$ cat config.mk
export PLATFORM = sky130hd
export DESIGN_NAME = haptic_motor_pulse_scheduler
export DESIGN_NICKNAME = d
export VERILOG_FILES = /design/src/hdl/hmps_pkg.sv /design/src/hdl/haptic_motor_pulse_scheduler.sv /design/src/hdl/hmps_ctrl.sv /design/src/hdl/hmps_dp.sv
export VERILOG_INCLUDE_DIRS = /design/src /design/src/hdl
export SDC_FILE = /design/constraint.sdc
export NUM_CORES = 1
export LEC_CHECK = 0
export BUFFER_PORTS_ARGS = -buffer_cell sky130_fd_sc_hd__clkbuf_2
export CAP_MARGIN = 40
export CORE_MARGIN = 2
export CORE_UTILIZATION = 65
export DETAILED_ROUTE_END_ITERATION = 16
export PLACE_DENSITY = 0.84
export SYNTH_ARGS = -nofsm -noshare
export SYNTH_HDL_FRONTEND = slang
export SYNTH_SLANG_ARGS = --single-unit
$ cat constraint.sdc
create_clock -name i_clk -period 20.7 [get_ports i_clk]
set_clock_uncertainty 0.2 [all_clocks]
set_input_delay 0 -clock i_clk [delete_from_list [all_inputs] [get_ports i_clk]]
set_output_delay 0 -clock i_clk [all_outputs]
set_load 0.02 [all_outputs]
$ cat src/hdl/haptic_motor_pulse_scheduler_macros.svh
// Assertion macros used by the scheduler control module.
`ifndef HAPTIC_MOTOR_PULSE_SCHEDULER_MACROS_SVH
`define HAPTIC_MOTOR_PULSE_SCHEDULER_MACROS_SVH

`ifndef NO_ASSERTIONS
// Checked while out of reset.
`define HMPS_ASSERT(lbl, clk, rst_n, prop, msg) \
    lbl: assert property (@(posedge clk) disable iff (!rst_n) prop) else $error(msg);
// Checked at every edge, reset included.
`define HMPS_ASSERT_ALWAYS(lbl, clk, prop, msg) \
    lbl: assert property (@(posedge clk) prop) else $error(msg);
`else
`define HMPS_ASSERT(lbl, clk, rst_n, prop, msg)
`define HMPS_ASSERT_ALWAYS(lbl, clk, prop, msg)
`endif

`endif

$ cat src/hdl/hmps_pkg.sv
package hmps_pkg;

    localparam int OP_W     = 3;
    localparam int DUR_W    = 15;
    localparam int STR_W    = 7;
    localparam int SPIN_W   = 3;
    localparam int ACC_W    = 13;
    localparam int SLIP_W   = 3;
    localparam int PER_W    = 3;
    localparam int KIND_W   = 2;
    localparam int MC_W     = 2;
    localparam int FRAME_W  = 32;
    localparam int CFG_IDX_W  = 1;
    localparam int CFG_DATA_W = 7;
    localparam int SQ_W     = 2 * STR_W;
    localparam int CUBE_W   = 3 * STR_W;
    localparam int CUBE_SHIFT = 9;
    localparam int CUBE_SH_W  = CUBE_W - CUBE_SHIFT;

    // frame remainder unit: bits folded per cycle and cycles per frame
    localparam int MOD_BITS   = 8;
    localparam int MOD_CYCLES = FRAME_W / MOD_BITS;

    localparam int QUEUE_DEPTH_DEF = 3;

    typedef enum logic [OP_W-1:0] {
        OP_TICK     = 3'd0,
        OP_QUEUE    = 3'd1,
        OP_DECAY    = 3'd2,
        OP_SLIP     = 3'd3,
        OP_VIBRATE  = 3'd4,
        OP_SUBMERGE = 3'd5,
        OP_CANCEL   = 3'd6
    } t_op;

    typedef enum logic [MC_W-1:0] {
        MC_NONE  = 2'd0,
        MC_STOP  = 2'd1,
        MC_START = 2'd2
    } t_motor;

    localparam logic [KIND_W-1:0] KIND_NONE   = 2'd0;
    localparam logic [KIND_W-1:0] KIND_STEADY = 2'd1;
    localparam logic [KIND_W-1:0] KIND_GATED  = 2'd2;

    localparam logic [CFG_IDX_W-1:0] REG_STRONG_THRESHOLD = 1'd0;
    localparam logic [CFG_IDX_W-1:0] REG_SPINUP_TICKS     = 1'd1;

    localparam logic [STR_W-1:0]  STRONG_THRESHOLD_RST = 7'd70;
    localparam logic [SPIN_W-1:0] SPINUP_TICKS_RST     = 3'd4;

    localparam logic [ACC_W-1:0]  DENSITY_UNIT  = 13'h100;
    localparam logic [ACC_W-1:0]  DENSITY_BIAS  = 13'd4;
    localparam logic [SLIP_W-1:0] SLIP_START    = 3'd7;
    localparam logic [SLIP_W-1:0] SLIP_FLOOR    = 3'd4;
    localparam logic [SLIP_W-1:0] SLIP_STEADY   = 3'd5;
    localparam logic [SLIP_W-1:0] SLIP_PERIODIC = 3'd2;
    localparam logic [PER_W-1:0]  SLIP_VIBRATE  = 3'd7;
    localparam logic [PER_W-1:0]  SUBMERGED_PERIOD = 3'd4;
    localparam logic [PER_W-1:0]  VIBRATE_BASE  = 3'd5;
    localparam logic [STR_W-1:0]  VIBRATE_MAX_LEVEL = 7'd4;
    localparam logic [PER_W-1:0]  PERIOD_RST    = 3'd1;

    typedef struct packed {
        logic latch;        // capture the accepted item
        logic exec;         // apply a non-tick command and write its result
        logic load;         // tick: load queue head, advance queue
        logic mod_step;     // tick: fold next frame bits into remainder
        logic tick_commit;  // tick: update pulse state and write result
    } t_dp_cmd;

    typedef struct packed {
        logic op_tick;
    } t_dp_stat;

endpackage

$ cat src/hdl/haptic_motor_pulse_scheduler.sv
// Vibration motor scheduler: one motor decision for every item.
// Input channel: i_in_valid / o_in_stall with opcode, duration, strength,
// decay step, reset hold, demo flag and frame number. Opcode tick advances
// the pulse queue and decides start or stop; the other opcodes queue a
// pulse, set its decay, raise slip, vibrate or submerged alerts, or cancel.
// Output channel: o_out_valid / i_out_stall with motor command and idle flag,
// exactly one result per input item, in order.
// Config port: i_cfg_we writes register i_cfg_index (0 strong threshold,
// 1 spin-up ticks) from i_cfg_data; write only while the block is idle.
// Sequence: a non-tick item is applied in the exec state, which registers its
// result; a tick loads the queue head in the exec state, then passes through
// the remainder state, where the frame remainder unit folds 8 frame bits a
// cycle while the decay and cube multiplies settle, and then the finish state,
// which registers the result.
// One item is in flight at a time; the next is accepted once the result is
// registered, even if that result is still waiting.
// A stalled result holds; a finished item waits until the output register
// frees. Reset restores default registers and period, empties the queue and
// clears other pulse state; the block is ready on the first cycle after reset.
module haptic_motor_pulse_scheduler import hmps_pkg::*; #(
    parameter int QUEUE_DEPTH = QUEUE_DEPTH_DEF
) (
    input  logic                  i_clk,
    input  logic                  i_rst_n,
    input  logic                  i_cfg_we,
    input  logic [CFG_IDX_W-1:0]  i_cfg_index,
    input  logic [CFG_DATA_W-1:0] i_cfg_data,
    input  logic                  i_in_valid,
    output logic                  o_in_stall,
    input  logic [OP_W-1:0]       i_opcode,
    input  logic [DUR_W-1:0]      i_duration,
    input  logic [STR_W-1:0]      i_strength,
    input  logic [STR_W-1:0]      i_decay_step,
    input  logic                  i_reset_hold,
    input  logic                  i_demo_playing,
    input  logic [FRAME_W-1:0]    i_frame_number,
    output logic                  o_out_valid,
    input  logic                  i_out_stall,
    output logic [MC_W-1:0]       o_motor_command,
    output logic                  o_idle
);

    t_dp_cmd  cmd;
    t_dp_stat stat;

    hmps_ctrl u_ctrl (
        .i_clk       (i_clk),
        .i_rst_n     (i_rst_n),
        .i_in_valid  (i_in_valid),
        .o_in_stall  (o_in_stall),
        .o_out_valid (o_out_valid),
        .i_out_stall (i_out_stall),
        .i_stat      (stat),
        .o_cmd       (cmd)
    );

    hmps_dp #(
        .QUEUE_DEPTH (QUEUE_DEPTH)
    ) u_dp (
        .i_clk           (i_clk),
        .i_rst_n         (i_rst_n),
        .i_cmd           (cmd),
        .o_stat          (stat),
        .i_cfg_we        (i_cfg_we),
        .i_cfg_index     (i_cfg_index),
        .i_cfg_data      (i_cfg_data),
        .i_opcode        (i_opcode),
        .i_duration      (i_duration),
        .i_strength      (i_strength),
        .i_decay_step    (i_decay_step),
        .i_reset_hold    (i_reset_hold),
        .i_demo_playing  (i_demo_playing),
        .i_frame_number  (i_frame_number),
        .o_motor_command (o_motor_command),
        .o_idle          (o_idle)
    );

endmodule

$ cat src/hdl/hmps_ctrl.sv
`include "haptic_motor_pulse_scheduler_macros.svh"

module hmps_ctrl import hmps_pkg::*; (
    input  logic     i_clk,
    input  logic     i_rst_n,
    input  logic     i_in_valid,
    output logic     o_in_stall,
    output logic     o_out_valid,
    input  logic     i_out_stall,
    input  t_dp_stat i_stat,
    output t_dp_cmd  o_cmd
);

    localparam int CNT_W = (MOD_CYCLES > 1) ? $clog2(MOD_CYCLES) : 1;
    localparam logic [CNT_W-1:0] CNT_LAST = CNT_W'(MOD_CYCLES - 1);

    typedef enum logic [3:0] {
        S_IDLE   = 4'b0001,
        S_EXEC   = 4'b0010,
        S_MOD    = 4'b0100,
        S_FINISH = 4'b1000
    } t_state;

    t_state           r_state, n_state;
    logic [CNT_W-1:0] r_cnt, n_cnt;
    logic             r_out_valid, n_out_valid;
    logic             out_free;
    logic             write_result;

    assign out_free     = !r_out_valid || !i_out_stall;
    assign write_result = o_cmd.exec || o_cmd.tick_commit;
    assign o_in_stall   = (r_state != S_IDLE);
    assign o_out_valid  = r_out_valid;

    always_comb begin
        n_state = r_state;
        n_cnt   = r_cnt;
        o_cmd   = '0;
        unique case (r_state)
            S_IDLE: begin
                if (i_in_valid) begin
                    o_cmd.latch = 1'b1;
                    n_state     = S_EXEC;
                end
            end
            S_EXEC: begin
                if (i_stat.op_tick) begin
                    o_cmd.load = 1'b1;
                    n_cnt      = '0;
                    n_state    = S_MOD;
                end else if (out_free) begin
                    o_cmd.exec = 1'b1;
                    n_state    = S_IDLE;
                end
            end
            S_MOD: begin
                o_cmd.mod_step = 1'b1;
                if (r_cnt == CNT_LAST) begin
                    n_state = S_FINISH;
                end else begin
                    n_cnt = r_cnt + 1'b1;
                end
            end
            S_FINISH: begin
                if (out_free) begin
                    o_cmd.tick_commit = 1'b1;
                    n_state           = S_IDLE;
                end
            end
            default: n_state = S_IDLE;
        endcase
    end

    always_comb begin
        if (write_result) begin
            n_out_valid = 1'b1;
        end else if (!i_out_stall) begin
            n_out_valid = 1'b0;
        end else begin
            n_out_valid = r_out_valid;
        end
    end

    always_ff @(posedge i_clk) begin
        if (!i_rst_n) begin
            r_state     <= S_IDLE;
            r_cnt       <= '0;
            r_out_valid <= 1'b0;
        end else begin
            r_state     <= n_state;
            r_cnt       <= n_cnt;
            r_out_valid <= n_out_valid;
        end
    end

    // a result must never land on one still waiting to be taken
    `HMPS_ASSERT(a_no_overwrite, i_clk, i_rst_n, write_result |-> !(r_out_valid && i_out_stall), "result overwrites pending item")
    `HMPS_ASSERT(a_accept_to_exec, i_clk, i_rst_n, (i_in_valid && !o_in_stall) |=> (r_state == S_EXEC), "accepted item not dispatched")
    `HMPS_ASSERT(a_finish_after_mod, i_clk, i_rst_n, (r_state == S_FINISH) |-> ($past(r_state) == S_MOD || $past(r_state) == S_FINISH), "tick finished without remainder pass")
    `HMPS_ASSERT(a_one_cmd, i_clk, i_rst_n, $onehot0({o_cmd.latch, o_cmd.exec, o_cmd.load, o_cmd.mod_step, o_cmd.tick_commit}), "conflicting datapath commands")

endmodule

$ cat src/hdl/hmps_dp.sv
module hmps_dp import hmps_pkg::*; #(
    parameter int QUEUE_DEPTH = QUEUE_DEPTH_DEF
) (
    input  logic                  i_clk,
    input  logic                  i_rst_n,
    input  t_dp_cmd               i_cmd,
    output t_dp_stat              o_stat,
    input  logic                  i_cfg_we,
    input  logic [CFG_IDX_W-1:0]  i_cfg_index,
    input  logic [CFG_DATA_W-1:0] i_cfg_data,
    input  logic [OP_W-1:0]       i_opcode,
    input  logic [DUR_W-1:0]      i_duration,
    input  logic [STR_W-1:0]      i_strength,
    input  logic [STR_W-1:0]      i_decay_step,
    input  logic                  i_reset_hold,
    input  logic                  i_demo_playing,
    input  logic [FRAME_W-1:0]    i_frame_number,
    output logic [MC_W-1:0]       o_motor_command,
    output logic                  o_idle
);

    localparam int LAST = QUEUE_DEPTH - 1;

    // configuration
    logic [STR_W-1:0]  r_strong_thr;
    logic [SPIN_W-1:0] r_spinup_ticks;

    // captured item
    logic [OP_W-1:0]  r_op;
    logic [DUR_W-1:0] r_dur;
    logic [STR_W-1:0] r_str;
    logic [STR_W-1:0] r_dec;
    logic             r_hold;
    logic             r_demo;

    // pulse state
    logic [KIND_W-1:0] r_q_kind [QUEUE_DEPTH];
    logic [STR_W-1:0]  r_q_str  [QUEUE_DEPTH];
    logic [DUR_W-1:0]  r_q_dur  [QUEUE_DEPTH];
    logic [STR_W-1:0]  r_q_dec  [QUEUE_DEPTH];
    logic [KIND_W-1:0] n_q_kind [QUEUE_DEPTH];
    logic [STR_W-1:0]  n_q_str  [QUEUE_DEPTH];
    logic [DUR_W-1:0]  n_q_dur  [QUEUE_DEPTH];
    logic [STR_W-1:0]  n_q_dec  [QUEUE_DEPTH];
    logic [KIND_W-1:0] r_act_kind, n_act_kind;
    logic [STR_W-1:0]  r_act_str, n_act_str;
    logic [STR_W-1:0]  r_act_dec, n_act_dec;
    logic [DUR_W-1:0]  r_remain, n_remain;
    logic [SPIN_W-1:0] r_spin, n_spin;
    logic [ACC_W-1:0]  r_acc, n_acc;
    logic [SLIP_W-1:0] r_slip, n_slip;
    logic [PER_W-1:0]  r_period, n_period;

    // tick datapath: decayed strength, square, cube, frame remainder
    logic [STR_W-1:0]     r_str_dec;
    logic [SQ_W-1:0]      r_sq;
    logic [CUBE_SH_W-1:0] r_cube_sh;
    logic [CUBE_W-1:0]    cube;
    logic [FRAME_W-1:0]   r_mod_frame, n_mod_frame;
    logic [PER_W-1:0]     r_mod_rem, n_mod_rem;
    logic [PER_W-1:0]     per;

    // result
    logic [MC_W-1:0] r_motor, n_motor;
    logic            r_idle, n_idle;

    assign o_stat.op_tick  = (r_op == OP_TICK);
    assign o_motor_command = r_motor;
    assign o_idle          = r_idle;
    assign per             = (r_period == '0) ? PERIOD_RST : r_period;
    assign cube            = CUBE_W'(r_sq) * CUBE_W'(r_str_dec);

    function automatic logic [SLIP_W-1:0] arm_slip(input logic [SLIP_W-1:0] s);
        logic [SLIP_W-1:0] v;
        v = (s == '0) ? SLIP_START : s;
        if (v < SLIP_FLOOR) v = SLIP_FLOOR;
        return v;
    endfunction

    // fold MOD_BITS frame bits, MSB first, into the remainder by per
    always_comb begin
        logic [PER_W:0]     t;
        logic [PER_W-1:0]   rem;
        logic [FRAME_W-1:0] fr;
        rem = r_mod_rem;
        fr  = r_mod_frame;
        for (int k = 0; k < MOD_BITS; k++) begin
            t  = {rem, fr[FRAME_W-1]};
            fr = fr << 1;
            if (t >= {1'b0, per}) t = t - {1'b0, per};
            rem = t[PER_W-1:0];
        end
        n_mod_rem   = rem;
        n_mod_frame = fr;
    end

    always_comb begin
        logic [DUR_W:0] busy;
        logic           q_empty;
        n_q_kind   = r_q_kind;
        n_q_str    = r_q_str;
        n_q_dur    = r_q_dur;
        n_q_dec    = r_q_dec;
        n_act_kind = r_act_kind;
        n_act_str  = r_act_str;
        n_act_dec  = r_act_dec;
        n_remain   = r_remain;
        n_spin     = r_spin;
        n_acc      = r_acc;
        n_slip     = r_slip;
        n_period   = r_period;
        n_motor    = MC_NONE;

        if (i_cmd.exec) begin
            case (r_op)
                OP_QUEUE: begin
                    if (!r_demo) begin
                        n_q_kind[LAST] = (r_str > r_strong_thr) ? KIND_STEADY : KIND_GATED;
                        n_q_str[LAST]  = r_str;
                        n_q_dur[LAST]  = r_dur;
                        n_q_dec[LAST]  = '0;
                    end
                end
                OP_DECAY: n_q_dec[LAST] = r_dec;
                OP_SLIP: begin
                    if (!r_demo) begin
                        n_slip   = arm_slip(r_slip);
                        n_period = SLIP_VIBRATE;
                    end
                end
                OP_VIBRATE: begin
                    if (!r_demo) begin
                        n_slip = arm_slip(r_slip);
                        if (r_str <= VIBRATE_MAX_LEVEL) begin
                            n_period = VIBRATE_BASE - r_str[PER_W-1:0];
                        end
                    end
                end
                OP_SUBMERGE: begin
                    if (!r_demo) begin
                        n_slip   = SLIP_FLOOR;
                        n_period = SUBMERGED_PERIOD;
                    end
                end
                OP_CANCEL: begin
                    for (int i = 0; i < QUEUE_DEPTH; i++) n_q_kind[i] = KIND_NONE;
                    n_remain = '0;
                    n_slip   = '0;
                    n_motor  = MC_STOP;
                end
                default: ;
            endcase
        end

        if (i_cmd.load) begin
            if (r_q_kind[0] != KIND_NONE) begin
                n_acc      = '0;
                n_spin     = r_spinup_ticks;
                n_act_kind = r_q_kind[0];
                n_remain   = r_q_dur[0];
                n_act_str  = r_q_str[0];
                n_act_dec  = r_q_dec[0];
            end
            for (int i = 0; i < LAST; i++) begin
                n_q_kind[i] = r_q_kind[i+1];
                n_q_str[i]  = r_q_str[i+1];
                n_q_dur[i]  = r_q_dur[i+1];
                n_q_dec[i]  = r_q_dec[i+1];
            end
            n_q_kind[LAST] = KIND_NONE;
        end

        if (i_cmd.tick_commit) begin
            if (r_hold) begin
                n_motor = MC_STOP;
            end else begin
                if (r_spin != '0) begin
                    n_spin  = r_spin - 1'b1;
                    n_motor = MC_START;
                end else if (r_remain != '0) begin
                    n_remain  = r_remain - 1'b1;
                    n_act_str = r_str_dec;
                    if (r_act_kind == KIND_STEADY) begin
                        n_motor = MC_START;
                    end else if (r_acc >= DENSITY_UNIT) begin
                        n_acc   = r_acc - DENSITY_UNIT;
                        n_motor = MC_START;
                    end else begin
                        // 13-bit wrap is the accumulator mask
                        n_acc   = r_acc + ACC_W'(r_cube_sh) + DENSITY_BIAS;
                        n_motor = MC_STOP;
                    end
                end else if (r_slip >= SLIP_STEADY) begin
                    n_motor = MC_START;
                end else if (r_slip >= SLIP_PERIODIC && r_mod_rem == '0) begin
                    n_motor = MC_START;
                end else begin
                    n_motor = MC_STOP;
                end
                if (r_slip != '0) n_slip = r_slip - 1'b1;
            end
        end

        busy    = {1'b0, n_remain} + (DUR_W+1)'(n_spin);
        q_empty = 1'b1;
        for (int i = 0; i < QUEUE_DEPTH; i++) begin
            if (n_q_kind[i] != KIND_NONE) q_empty = 1'b0;
        end
        n_idle = q_empty && (busy < (DUR_W+1)'(r_spinup_ticks));
    end

    always_ff @(posedge i_clk) begin
        if (!i_rst_n) begin
            r_strong_thr   <= STRONG_THRESHOLD_RST;
            r_spinup_ticks <= SPINUP_TICKS_RST;
        end else if (i_cfg_we) begin
            unique case (i_cfg_index)
                REG_STRONG_THRESHOLD: r_strong_thr   <= i_cfg_data[STR_W-1:0];
                REG_SPINUP_TICKS:     r_spinup_ticks <= i_cfg_data[SPIN_W-1:0];
                default: ;
            endcase
        end
    end

    always_ff @(posedge i_clk) begin
        if (!i_rst_n) begin
            for (int i = 0; i < QUEUE_DEPTH; i++) begin
                r_q_kind[i] <= KIND_NONE;
                r_q_str[i]  <= '0;
                r_q_dur[i]  <= '0;
                r_q_dec[i]  <= '0;
            end
            r_act_kind <= KIND_NONE;
            r_act_str  <= '0;
            r_act_dec  <= '0;
            r_remain   <= '0;
            r_spin     <= '0;
            r_acc      <= '0;
            r_slip     <= '0;
            r_period   <= PERIOD_RST;
        end else begin
            r_q_kind   <= n_q_kind;
            r_q_str    <= n_q_str;
            r_q_dur    <= n_q_dur;
            r_q_dec    <= n_q_dec;
            r_act_kind <= n_act_kind;
            r_act_str  <= n_act_str;
            r_act_dec  <= n_act_dec;
            r_remain   <= n_remain;
            r_spin     <= n_spin;
            r_acc      <= n_acc;
            r_slip     <= n_slip;
            r_period   <= n_period;
        end
    end

    always_ff @(posedge i_clk) begin
        if (i_cmd.latch) begin
            r_op        <= i_opcode;
            r_dur       <= i_duration;
            r_str       <= i_strength;
            r_dec       <= i_decay_step;
            r_hold      <= i_reset_hold;
            r_demo      <= i_demo_playing;
            r_mod_frame <= i_frame_number;
            r_mod_rem   <= '0;
        end else if (i_cmd.mod_step) begin
            r_mod_frame <= n_mod_frame;
            r_mod_rem   <= n_mod_rem;
        end
        if (i_cmd.exec || i_cmd.tick_commit) begin
            r_motor <= n_motor;
            r_idle  <= n_idle;
        end
        // strength pipeline settles during the remainder pass
        r_str_dec <= (r_act_str > r_act_dec) ? (r_act_str - r_act_dec) : '0;
        r_sq      <= SQ_W'(r_str_dec) * SQ_W'(r_str_dec);
        r_cube_sh <= cube[CUBE_W-1:CUBE_SHIFT];
    end

endmodule
==> results_dict.tcl, run 1 <==
set metrics [dict create \
    pwr-share-clk_pct 39.0 \
    cts_resized 0 \
    gr-total-overflow 0 \
    leakage_nw 8.78 \
    dpl_worst_slack_ns 7.33 \
    fillers 1638 \
    vias 13904 \
    h-tree-depth 1 \
    p_sw_share_pct 27.9 \
    drtIter0Drc 1053 \
    start_kind "register" \
    syn_to_final_growth_pct 18.6 \
    core-area_um2 25100 \
    grt_pass1_wl_um 68700 \
    status "completed" \
    post_cts_buffers 0 \
    synth_edf_count 69 \
    cp_common_cell "ha_1" \
    powerDensity_nw_per_um2 71.5 \
    grt_pass1_vias 14418 \
    p_int_mw 1.01 \
    cts_buffers 29 \
    io_buffers 83 \
    slowest_delay_ns 0.78 \
    crit_type "register to register" \
    hold_class "primary input to register" \
    post-route-period-util_pct 64.8 \
    worstMarginPinSlew_ns 0.864 \
    initial_core_util_pct 66.0 \
    cp_data_arrival_time_ns 13.71 \
    netlist_area_um2 16600 \
    grt_util_all_layers_pct 31.7 \
    dr.pass1.iters 5 \
    switchingPower_uw 392 \
    layout_setup_ws_ns 7.28 \
    cp_slowest_cell "o21bai_1" \
    seq_power_share_pct 40.0 \
    clock_latency_ns 0.57 \
    grt_max_degree 86 \
    postLayoutCellArea_um2 19700 \
    synth_common_cells "403 x nand2_1, 198 x dfxtp_1, 148 x inv_1" \
    max-cap-violations 0 \
    rows 58 \
    postCtsHoldBufs 136 \
    hpwl_um 24600 \
    yosys.area.top_type_share_pct 23.9 \
    wl_per_cell_um 17.6 \
    ios 84 \
    drive_gt1_share_pct 8.79 \
    end_kind "register" \
    synth_most_common_cell "nand2_1" \
    hold_violations 0 \
    post-route-min-period_ns 13.42 \
    clkTransAtPathRegs_ns 0.06 \
    gp_congestion 0.883 \
    rsz0062_at_grt "false" \
    layout.nets 2322 \
    synth_cell_types 82 \
    critPathRequiredTime_ns 20.99 \
    cts_tree "built" \
    yosysSeqAreaShare_pct 36.4 \
    cts_root_buf "clkbuf_16" \
    wl_um 41800 \
    clock_path_buffers 3 \
    antenna_found_initial 3 \
    synthFlopType "dfxtp_1" \
    die_w_um 164 \
    dpl_cell_area_um2 17300 \
    chipHeight_um 164 \
    crit_fanout 9 \
    yosys.area.top_type "dfxtp_1" \
    cts.sinks 267 \
    maxSlewViolCount 0 \
    ys_ff_latch 267 \
    synthArstFlopShare_pct 0 \
    drc 0 \
    finalSetupViolations 0 \
    synthCells 1830 \
    ir_worst_vdd_v 0.0000814 \
    p_comb_share_pct 21.0 \
    die_area_um2 26800 \
    relSlewSlack_pct 42.2 \
    fmax_ghz 0.0745 \
    avgSynthCellArea_um2 9.06 \
    synth_area_leaders "dfxtp_1 24%, edfxtp_1 12%, ha_1 10%" \
    synth_warnings 0 \
    ant_nets 0 \
    vias_per_cell 5.84 \
    tns_ns 0 \
]
## routing by layer
layer  wire length, µm  global-route usage [%]  up-vias
met5                 0                       0        -
met4              1630                    13.9        0
met3              2470                    5.10      128
met2             21200                    57.2      526
met1             16500                    37.2     6675
li1                  -                       -     6575
## cell type report
cell class	count	area, µm²	share of cell area, %
Clock inverter	12	185	0.942
Antenna cell	3	7.51	0.0382
Sequential cell	267	6040	30.7
Multi-Input combinational cell	1341	9720	49.4
Tap cell	330	413	2.10
Inverter	149	559	2.84
Clock buffer	42	815	4.14
Timing Repair Buffer	237	1940	9.85
## sequential cells by signal, indices dropped and copies added (netlist names), 12 cells and up
register and cells:
u_dp.r_cube_sh 12, u_dp.r_q_str 21, u_dp.r_q_dur 45, u_dp.r_q_dec 21, u_dp.r_dur 15, u_dp.r_remain 15
u_dp.r_mod_frame 32, u_dp.r_sq 13, u_dp.r_acc 13
## critical path: cells and delay by family, from the launching register on
| family | cells | cell delay, ns |
|---|---|---|
| compound gates | 26 | 6.42 |
| simple gates | 11 | 1.46 |
| fa+ha+maj | 9 | 2.75 |
| buf+inv | 4 | 0.34 |
| flops | 1 | 0.50 |
| mux | 5 | 1.71 |
## path summary, 6_finish.rpt
| path | slack, ns | from | endpoint | cells after the start |
|---|---|---|---|---|
| setup / recovery | 7.28 | u_dp.r_period[1] | u_dp.r_mod_rem[0] | 55 |
| hold / removal | 0.06 | i_frame_number[24] | u_dp.r_mod_frame[24] | 4 |
| setup reg to reg | 7.28 | u_dp.r_period[1] | u_dp.r_mod_rem[0] | 55 |
| hold reg to reg | 0.26 | u_dp.r_q_str[8] | u_dp.r_q_str[15] | 2 |
## power by group through the flow
stage | sequential [mW] | combinational [mW] | clock, mW
after global routing | 0.562 | 0.325 | 0.568
after CTS | 0.560 | 0.289 | 0.545
after detailed placement | 0.571 | 0.267 | 0
final | 0.562 | 0.296 | 0.548
after global placement | 0.571 | 0.259 | 0
after floorplan | 0.568 | 0.217 | 0
## kinds of logic after synthesis
logic type	count (synthesis)	share of synthesized area, %
mux	14	0.921
flops	267	36.4
xor+xnor	44	2.32
simple gates	715	19.8
other cells	1	0.0226
buf+inv	223	5.07
compound gates	348	15.4
fa+ha+maj	218	20.1
## cell usage in the layout (no fill, tap or decap), drive strengths merged, types with 64 or more instances in the layout
cell,instances
nand2,403
dfxtp,198
inv,150
ha,138
dlygate4sd3,137
clkbuf,124
a21boi,116
fa,80
and2,73
edfxtp,69
nor2,64
## through the flow
stage          cells  hold slack (ns)  utilization [%]  power, mW
2_1_floorplan   1831           -0.101                -      0.785
3_5_place_dp    2187          -0.0214             68.9      0.838
3_3_place_gp    2185          -0.0234             68.7      0.830
6_report        2381           0.0627             78.3       1.41
4_1_cts         2377          0.00217             78.3       1.39
5_1_grt         2381           0.0801             78.3       1.45
Note: power is estimated with default switching activity, not from simulation.
==> run 2, diff against run 1 <==
--- a/config.mk
+++ b/config.mk
@@ -6,12 +6,13 @@
 export SDC_FILE = /design/constraint.sdc
 export NUM_CORES = 1
 export LEC_CHECK = 0
+export ABC_AREA = 1
 export BUFFER_PORTS_ARGS = -buffer_cell sky130_fd_sc_hd__clkbuf_2
 export CAP_MARGIN = 40
 export CORE_MARGIN = 2
-export CORE_UTILIZATION = 65
+export CORE_UTILIZATION = 56
 export DETAILED_ROUTE_END_ITERATION = 16
-export PLACE_DENSITY = 0.84
+export PLACE_DENSITY = 0.77
 export SYNTH_ARGS = -nofsm -noshare
 export SYNTH_HDL_FRONTEND = slang
 export SYNTH_SLANG_ARGS = --single-unit
==> constraint.sdc (replaced) <==
create_clock -name i_clk -period 11.8 [get_ports i_clk]
set_clock_uncertainty 0.2 [all_clocks]
set_input_delay 0 -clock i_clk [delete_from_list [all_inputs] [get_ports i_clk]]
set_output_delay 0 -clock i_clk [all_outputs]
set_load 0.02 [all_outputs]
==> run 2 against run 1 <==
  * Die area rose by 16%
  * Wire length is 11% lower
  * Final cell count rose by 11%
  * First-iteration DRC count decreased by 9.8%
  * Hold slack worse by 0.029 ns
  * Sequential share of layout area rose by 0.15 points
  * Maximum frequency is 25% higher
  * Utilization shrank 11 points
  * Total power rose by 100%
  * Global-route usage decreased by 7.2 points
  * Worst setup slack got worse by 6.2 ns
  * Clock power grew 60%
  * Highest routed layer unchanged
==> results_dict.tcl, run 2 <==
set metrics [dict create \
    drc 0 \
    grt_max_degree 113 \
    worst-path-stages 64 \
    synth_warnings 0 \
    cts_tree "built" \
    drive_gt1_share_pct 9.11 \
    layout_commonest_cell "nand2_1" \
    end_kind "register" \
    vias 13819 \
    vias_per_cell 5.24 \
    yosys.area.top_type_share_pct 23.9 \
    rows 62 \
    cp.buffers_inverters 15 \
    clock_latency_ns 0.55 \
    synth_cell_types 61 \
    crit_type "register to register" \
    synth_edf_count 69 \
    cts_buffers 28 \
    regMostFlops "u_dp.r_q_dur" \
    cp_data_arrival_time_ns 10.95 \
    postLayoutCellArea_um2 19600 \
    clock_path_buffers 3 \
    core-area_um2 28900 \
    dpl_cell_area_um2 17400 \
    drtIter0Drc 950 \
    max-cap-violations 0 \
    io_buffers 83 \
    h-tree-depth 1 \
    dpl_worst_slack_ns 0.981 \
    synth_area_leaders "dfxtp_1 24%, edfxtp_1 12%, ha_1 10%" \
    ios 84 \
    critPathRequiredTime_ns 12.04 \
    yosysSeqAreaShare_pct 36.4 \
    synthFlopType "dfxtp_1" \
    rsz0062_at_grt "false" \
    cts_root_buf "clkbuf_16" \
    ir_worst_vdd_v 0.000147 \
    gr-total-overflow 0 \
    chipHeight_um 176 \
    r2r_cells 64 \
    finalSetupViolations 0 \
    tns_ns 0 \
    hold_violations 0 \
    dr.pass1.iters 6 \
    ys_ff_latch 267 \
    critPathLaunch "u_dp.r_period[1]" \
    layout.nets 2525 \
    grt_util_all_layers_pct 24.5 \
    hpwl_um 24600 \
    cts.sinks 267 \
    netlist_area_um2 16600 \
    start_kind "register" \
    synthArstFlopShare_pct 0 \
    crit_fanout 10 \
    die_w_um 176 \
    fin_total_pwr_mw 2.82 \
    cp_slowest_cell "dfxtp_1" \
    ant_nets 0 \
    relSlewSlack_pct 36.9 \
    gp_congestion 0.830 \
    yosys.area.top_type "dfxtp_1" \
    synthCells 2041 \
    wl_per_cell_um 14.1 \
    clkTransAtPathRegs_ns 0.06 \
    min_path_cells 2 \
    post_cts_buffers 0 \
    initial_core_util_pct 57.3 \
    synth_common_cells "379 x nand2_1, 327 x inv_1, 217 x nor2_1" \
    r2r-start "u_dp.r_period[1]" \
    grt_pass1_wl_um 63400 \
    slowest_delay_ns 0.78 \
    leakage_nw 9.60 \
    maxSlewViolCount 0 \
    post-route-min-period_ns 10.71 \
    antenna_found_initial 1 \
    powerDensity_nw_per_um2 144 \
    fmax_ghz 0.0934 \
    wl_um 37200 \
    cp_top_family "adder cells" \
    final_cell_mix "379 x nand2_1, 326 x inv_1, 216 x nor2_1, 198 x dfxtp_1, 151 x o21ai_0" \
    die_area_um2 31000 \
    hp-start "i_reset_hold" \
    largest_reg_flops 45 \
    worstMarginPinSlew_ns 0.943 \
    post-route-period-util_pct 90.8 \
    grt_pass1_vias 13907 \
    syn_to_final_growth_pct 18.1 \
    synth_most_common_cell "nand2_1" \
    reg_top3 "u_dp.r_q_dur: 45 flops, u_dp.r_mod_frame: 32 flops" \
    status "completed" \
    hold_class "primary input to register" \
    layout_setup_ws_ns 1.09 \
    avgSynthCellArea_um2 8.12 \
]
[run 2: cell types whose count changed in the layout (fill, tap and decap cells not counted), moves of 71 or more]
cell	change
a21boi_0	-112
a21oi_1	+89
and2_1	-71
inv_1	+178
nor2_1	+153
o21ai_0	+114
[run 2: metal layers]
layer	vias to the layer above	GRT usage, %	share of wire [%]
met2	363	44.0	50
met5	-	0	0
met4	0	7.37	2.3
met3	74	3.66	4.7
li1	6928	-	-
met1	6454	30.4	43
[run 2: worst register-to-register path, delay by kind of cell, from the launching register on]
| family | cells | cell delay (ns) |
|---|---|---|
| DFF | 1 | 0.78 |
| adders and majority gates | 8 | 2.80 |
| and+or+nand+nor | 28 | 2.60 |
| AOI/OAI and AO/OA | 13 | 2.65 |
| buffers and inverters | 15 | 1.55 |
[run 2: worst paths after layout]
| path | to | slack [ns] |
|---|---|---|
| min | u_dp.r_hold | 0.03 |
| max reg2reg | u_dp.r_mod_rem[2] | 1.09 |
| max | u_dp.r_mod_rem[2] | 1.09 |
| min reg2reg | u_dp.r_q_dur[12] | 0.25 |
[run 2: timing repair]
| action | in CTS | in global routing |
|---|---|---|
| hold buffers | 125 | 0 |
| endpoints found under the hold margin | 187 | 0 |
| endpoints found under the setup margin | 0 | 3 |
| gates resized for setup | 0 | 1 |
[run 2: area by class of cell]
type | count | area, µm²
flip-flops and latches | 267 | 6040
repair buffers | 221 | 1800
multi-input cells | 1368 | 9030
clock inverters | 12 | 114
diodes | 1 | 2.50
clock buffers | 40 | 828
well taps | 384 | 480
fillers | 2181 | 9360
inverters | 342 | 1280
[run 2: cell families after synthesis]
kind of cell,share of synthesized area [%]
simple gates,18.8
xor+xnor,2.80
buf+inv,9.24
mux,0.0679
compound gates,12.6
fa+ha+maj,20.1
flops,36.4
other cells,0.0226
[run 2: where the power goes]
group	total [mW]	internal, mW	switching [mW]
sequential	1.02	0.997	0.0209
combinational	0.919	0.352	0.567
clock	0.879	0.513	0.365
[run 2: per-stage QoR]
| stage | hold slack [ns] | cells | utilization (%) |
|---|---|---|---|
| 6_report | 0.0341 | 2635 | 67.7 |
| 2_1_floorplan | -0.101 | 2042 | - |
| 4_1_cts | 0.00866 | 2634 | 67.6 |
| 3_5_place_dp | -0.0214 | 2457 | 60.0 |
| 3_3_place_gp | -0.0233 | 2455 | 59.9 |
| 5_1_grt | 0.0150 | 2635 | 67.7 |
==> run 3, diff against run 2 <==
--- a/config.mk
+++ b/config.mk
@@ -7,10 +7,11 @@
 export NUM_CORES = 1
 export LEC_CHECK = 0
 export ABC_AREA = 1
-export BUFFER_PORTS_ARGS = -buffer_cell sky130_fd_sc_hd__clkbuf_2
+export BUFFER_PORTS_ARGS = -buffer_cell sky130_fd_sc_hd__buf_2
 export CAP_MARGIN = 40
 export CORE_MARGIN = 2
 export CORE_UTILIZATION = 56
+export CTS_CLUSTER_DIAMETER = 200
 export DETAILED_ROUTE_END_ITERATION = 16
 export PLACE_DENSITY = 0.77
 export SYNTH_ARGS = -nofsm -noshare
==> run 3 against run 2 <==
  * Sequential cell count did not move
  * Global-route usage grew 0.28 points
  * Sequential share of layout area is 0.12 points higher
  * Non-clock buffer count fell by 6
  * First-iteration DRC count fell by 6.6%
  * Via count rose by 0.59%
  * Critical path depth up 1
  * Critical path type unchanged
  * Largest cell class unchanged
==> results_dict.tcl, run 3 (same netlist as run 2, synthesis figures left out) <==
set metrics [dict create \
    r2r_cells 65 \
    vias_per_cell 5.29 \
    vias 13900 \
    grt_pass1_vias 13907 \
    hpwl_um 25100 \
    drc 0 \
    maxSlewViolCount 0 \
    rsz0062_at_grt "false" \
    layout_commonest_cell "nand2_1" \
    fmax_ghz 0.0925 \
    max-cap-violations 0 \
    final_cell_mix "379 x nand2_1, 326 x inv_1, 216 x nor2_1, 198 x dfxtp_1, 151 x o21ai_0" \
    min_to "u_dp.r_hold" \
    r2r-end "u_dp.r_mod_rem[2]" \
    clock_path_buffers 3 \
    cp_data_arrival_time_ns 11.04 \
    io_buffers 83 \
    r2r-start "u_dp.r_period[1]" \
    gp_congestion 0.824 \
    cts_root_buf "clkbuf_16" \
    antenna_found_initial 0 \
    core-area_um2 28900 \
    worstMarginPinSlew_ns 0.974 \
    wl_um 38000 \
    relSlewSlack_pct 34.9 \
    slowest_delay_ns 0.53 \
    drtIter0Drc 887 \
    grt_pass1_wl_um 64300 \
    hold_class "primary input to register" \
    h-tree-depth 1 \
    cp_common_cell "nand2_1" \
    dpl_cell_area_um2 17400 \
    post-route-period-util_pct 91.6 \
    tns_ns 0 \
    ff2ff_setup_slack_ns 0.99 \
    postLayoutCellArea_um2 19500 \
    die_w_um 176 \
    hp-start "i_reset_hold" \
    cts.sinks 267 \
    die_area_um2 31000 \
    gr-total-overflow 0 \
    critPathRequiredTime_ns 12.03 \
    cts_buffers 28 \
    drive_gt1_share_pct 9.05 \
    status "completed" \
    crit_type "register to register" \
    wl_per_cell_um 14.5 \
    powerDensity_nw_per_um2 145 \
    end_kind "register" \
    min_path_cells 2 \
    leakage_nw 9.57 \
    reg_top3 "u_dp.r_q_dur: 45 flops, u_dp.r_mod_frame: 32 flops" \
    finalSetupViolations 0 \
    cp_slowest_cell "dfxtp_1" \
    initial_core_util_pct 57.3 \
    cts_tree "built" \
    layout.nets 2519 \
    ant_nets 0 \
    grt_max_degree 112 \
    ios 84 \
    ir_worst_vdd_v 0.000152 \
    regMostFlops "u_dp.r_q_dur" \
    chipHeight_um 176 \
    antennaDiodeCount 0 \
    rows 62 \
    clkTransAtPathRegs_ns 0.06 \
    dr.pass1.iters 6 \
    grt_util_all_layers_pct 24.8 \
    syn_to_final_growth_pct 17.6 \
    largest_reg_flops 45 \
    crit_fanout 9 \
    hold_violations 0 \
    hold-worst-slack_ns 0.0201 \
    clock_latency_ns 0.55 \
    post-route-min-period_ns 10.81 \
    start_kind "register" \
]
-- run 3: cell types whose count changed in the layout (fill, tap and decap cells not counted) --
cell / change
clkbuf_2: -83
inv_6: +1
clkinv_2: +4
clkinvlp_4: -3
buf_2: +83
diode_2: -1
dlygate4sd3_1: -5
buf_4: -1
inv_4: +1
clkbuf_8: -2
clkinv_4: -2
clkbuf_1: +1
bufinv_16: +2
clkbuf_16: -2
-- run 3: worst max-delay path: cells and delay by family, from the launching register on --
family	cells	cell delay, ns
buffers and inverters	13	1.00
adder cells (fa/ha/maj)	9	3.11
flip-flops	1	0.53
AND/OR/NAND/NOR	29	2.71
AO/OA/AOI/OAI	14	3.17
-- run 3: per-stage QoR --
stage / cells / setup slack (ns) / utilization (%) / total power, mW
floorplan: 2042 / 2.47 / - / 1.74
global placement: 2454 / 1.42 / 59.8 / 1.84
detailed placement: 2456 / 0.851 / 60.0 / 1.91
CTS: 2628 / 0.811 / 67.4 / 2.81
global route: 2628 / 0.0296 / 67.4 / 2.99
finish: 2628 / 0.991 / 67.4 / 2.83
-- run 3: layout make-up --
type | instances | area [µm²]
Tap cell | 384 | 480
Fill cell | 2255 | 9440
Timing Repair Buffer | 215 | 1750
Clock buffer | 37 | 754
Multi-Input combinational cell | 1368 | 9030
Sequential cell | 267 | 6040
Inverter | 342 | 1280
Clock inverter | 15 | 169
-- run 3: repair_timing --
item / in CTS / in global routing
hold buffers: 120 / 0
setup buffers: 0 / 0
resized for setup: 0 / 1
endpoints found under the hold margin: 88 / 0
endpoints found under the setup margin: 0 / 3
-- run 3: worst max path at each step --
stage                      from                 to
6_report       u_dp.r_period[1]  u_dp.r_mod_rem[2]
5_1_grt        u_dp.r_period[1]  u_dp.r_mod_rem[2]
4_1_cts        u_dp.r_period[1]  u_dp.r_mod_rem[2]
3_5_place_dp   u_dp.r_period[1]  u_dp.r_mod_rem[2]
3_3_place_gp   u_dp.r_period[1]  u_dp.r_mod_rem[2]
2_1_floorplan  u_dp.r_period[1]  u_dp.r_mod_rem[1]
-- run 3: layer usage --
layer | share of wire, % | up-vias | global-route usage, %
met5 | 0 | - | 0
met4 | 2.0 | 0 | 6.61
met3 | 5.0 | 66 | 2.86
met2 | 50 | 369 | 44.8
met1 | 43 | 6566 | 31.4
li1 | - | 6899 | -
-- run 3: power by group --
group	total, mW	internal (mW)	switching (mW)
registers	1.02	0.997	0.0208
logic	0.927	0.351	0.577
clock network	0.881	0.518	0.363
total	2.83	1.86	0.961
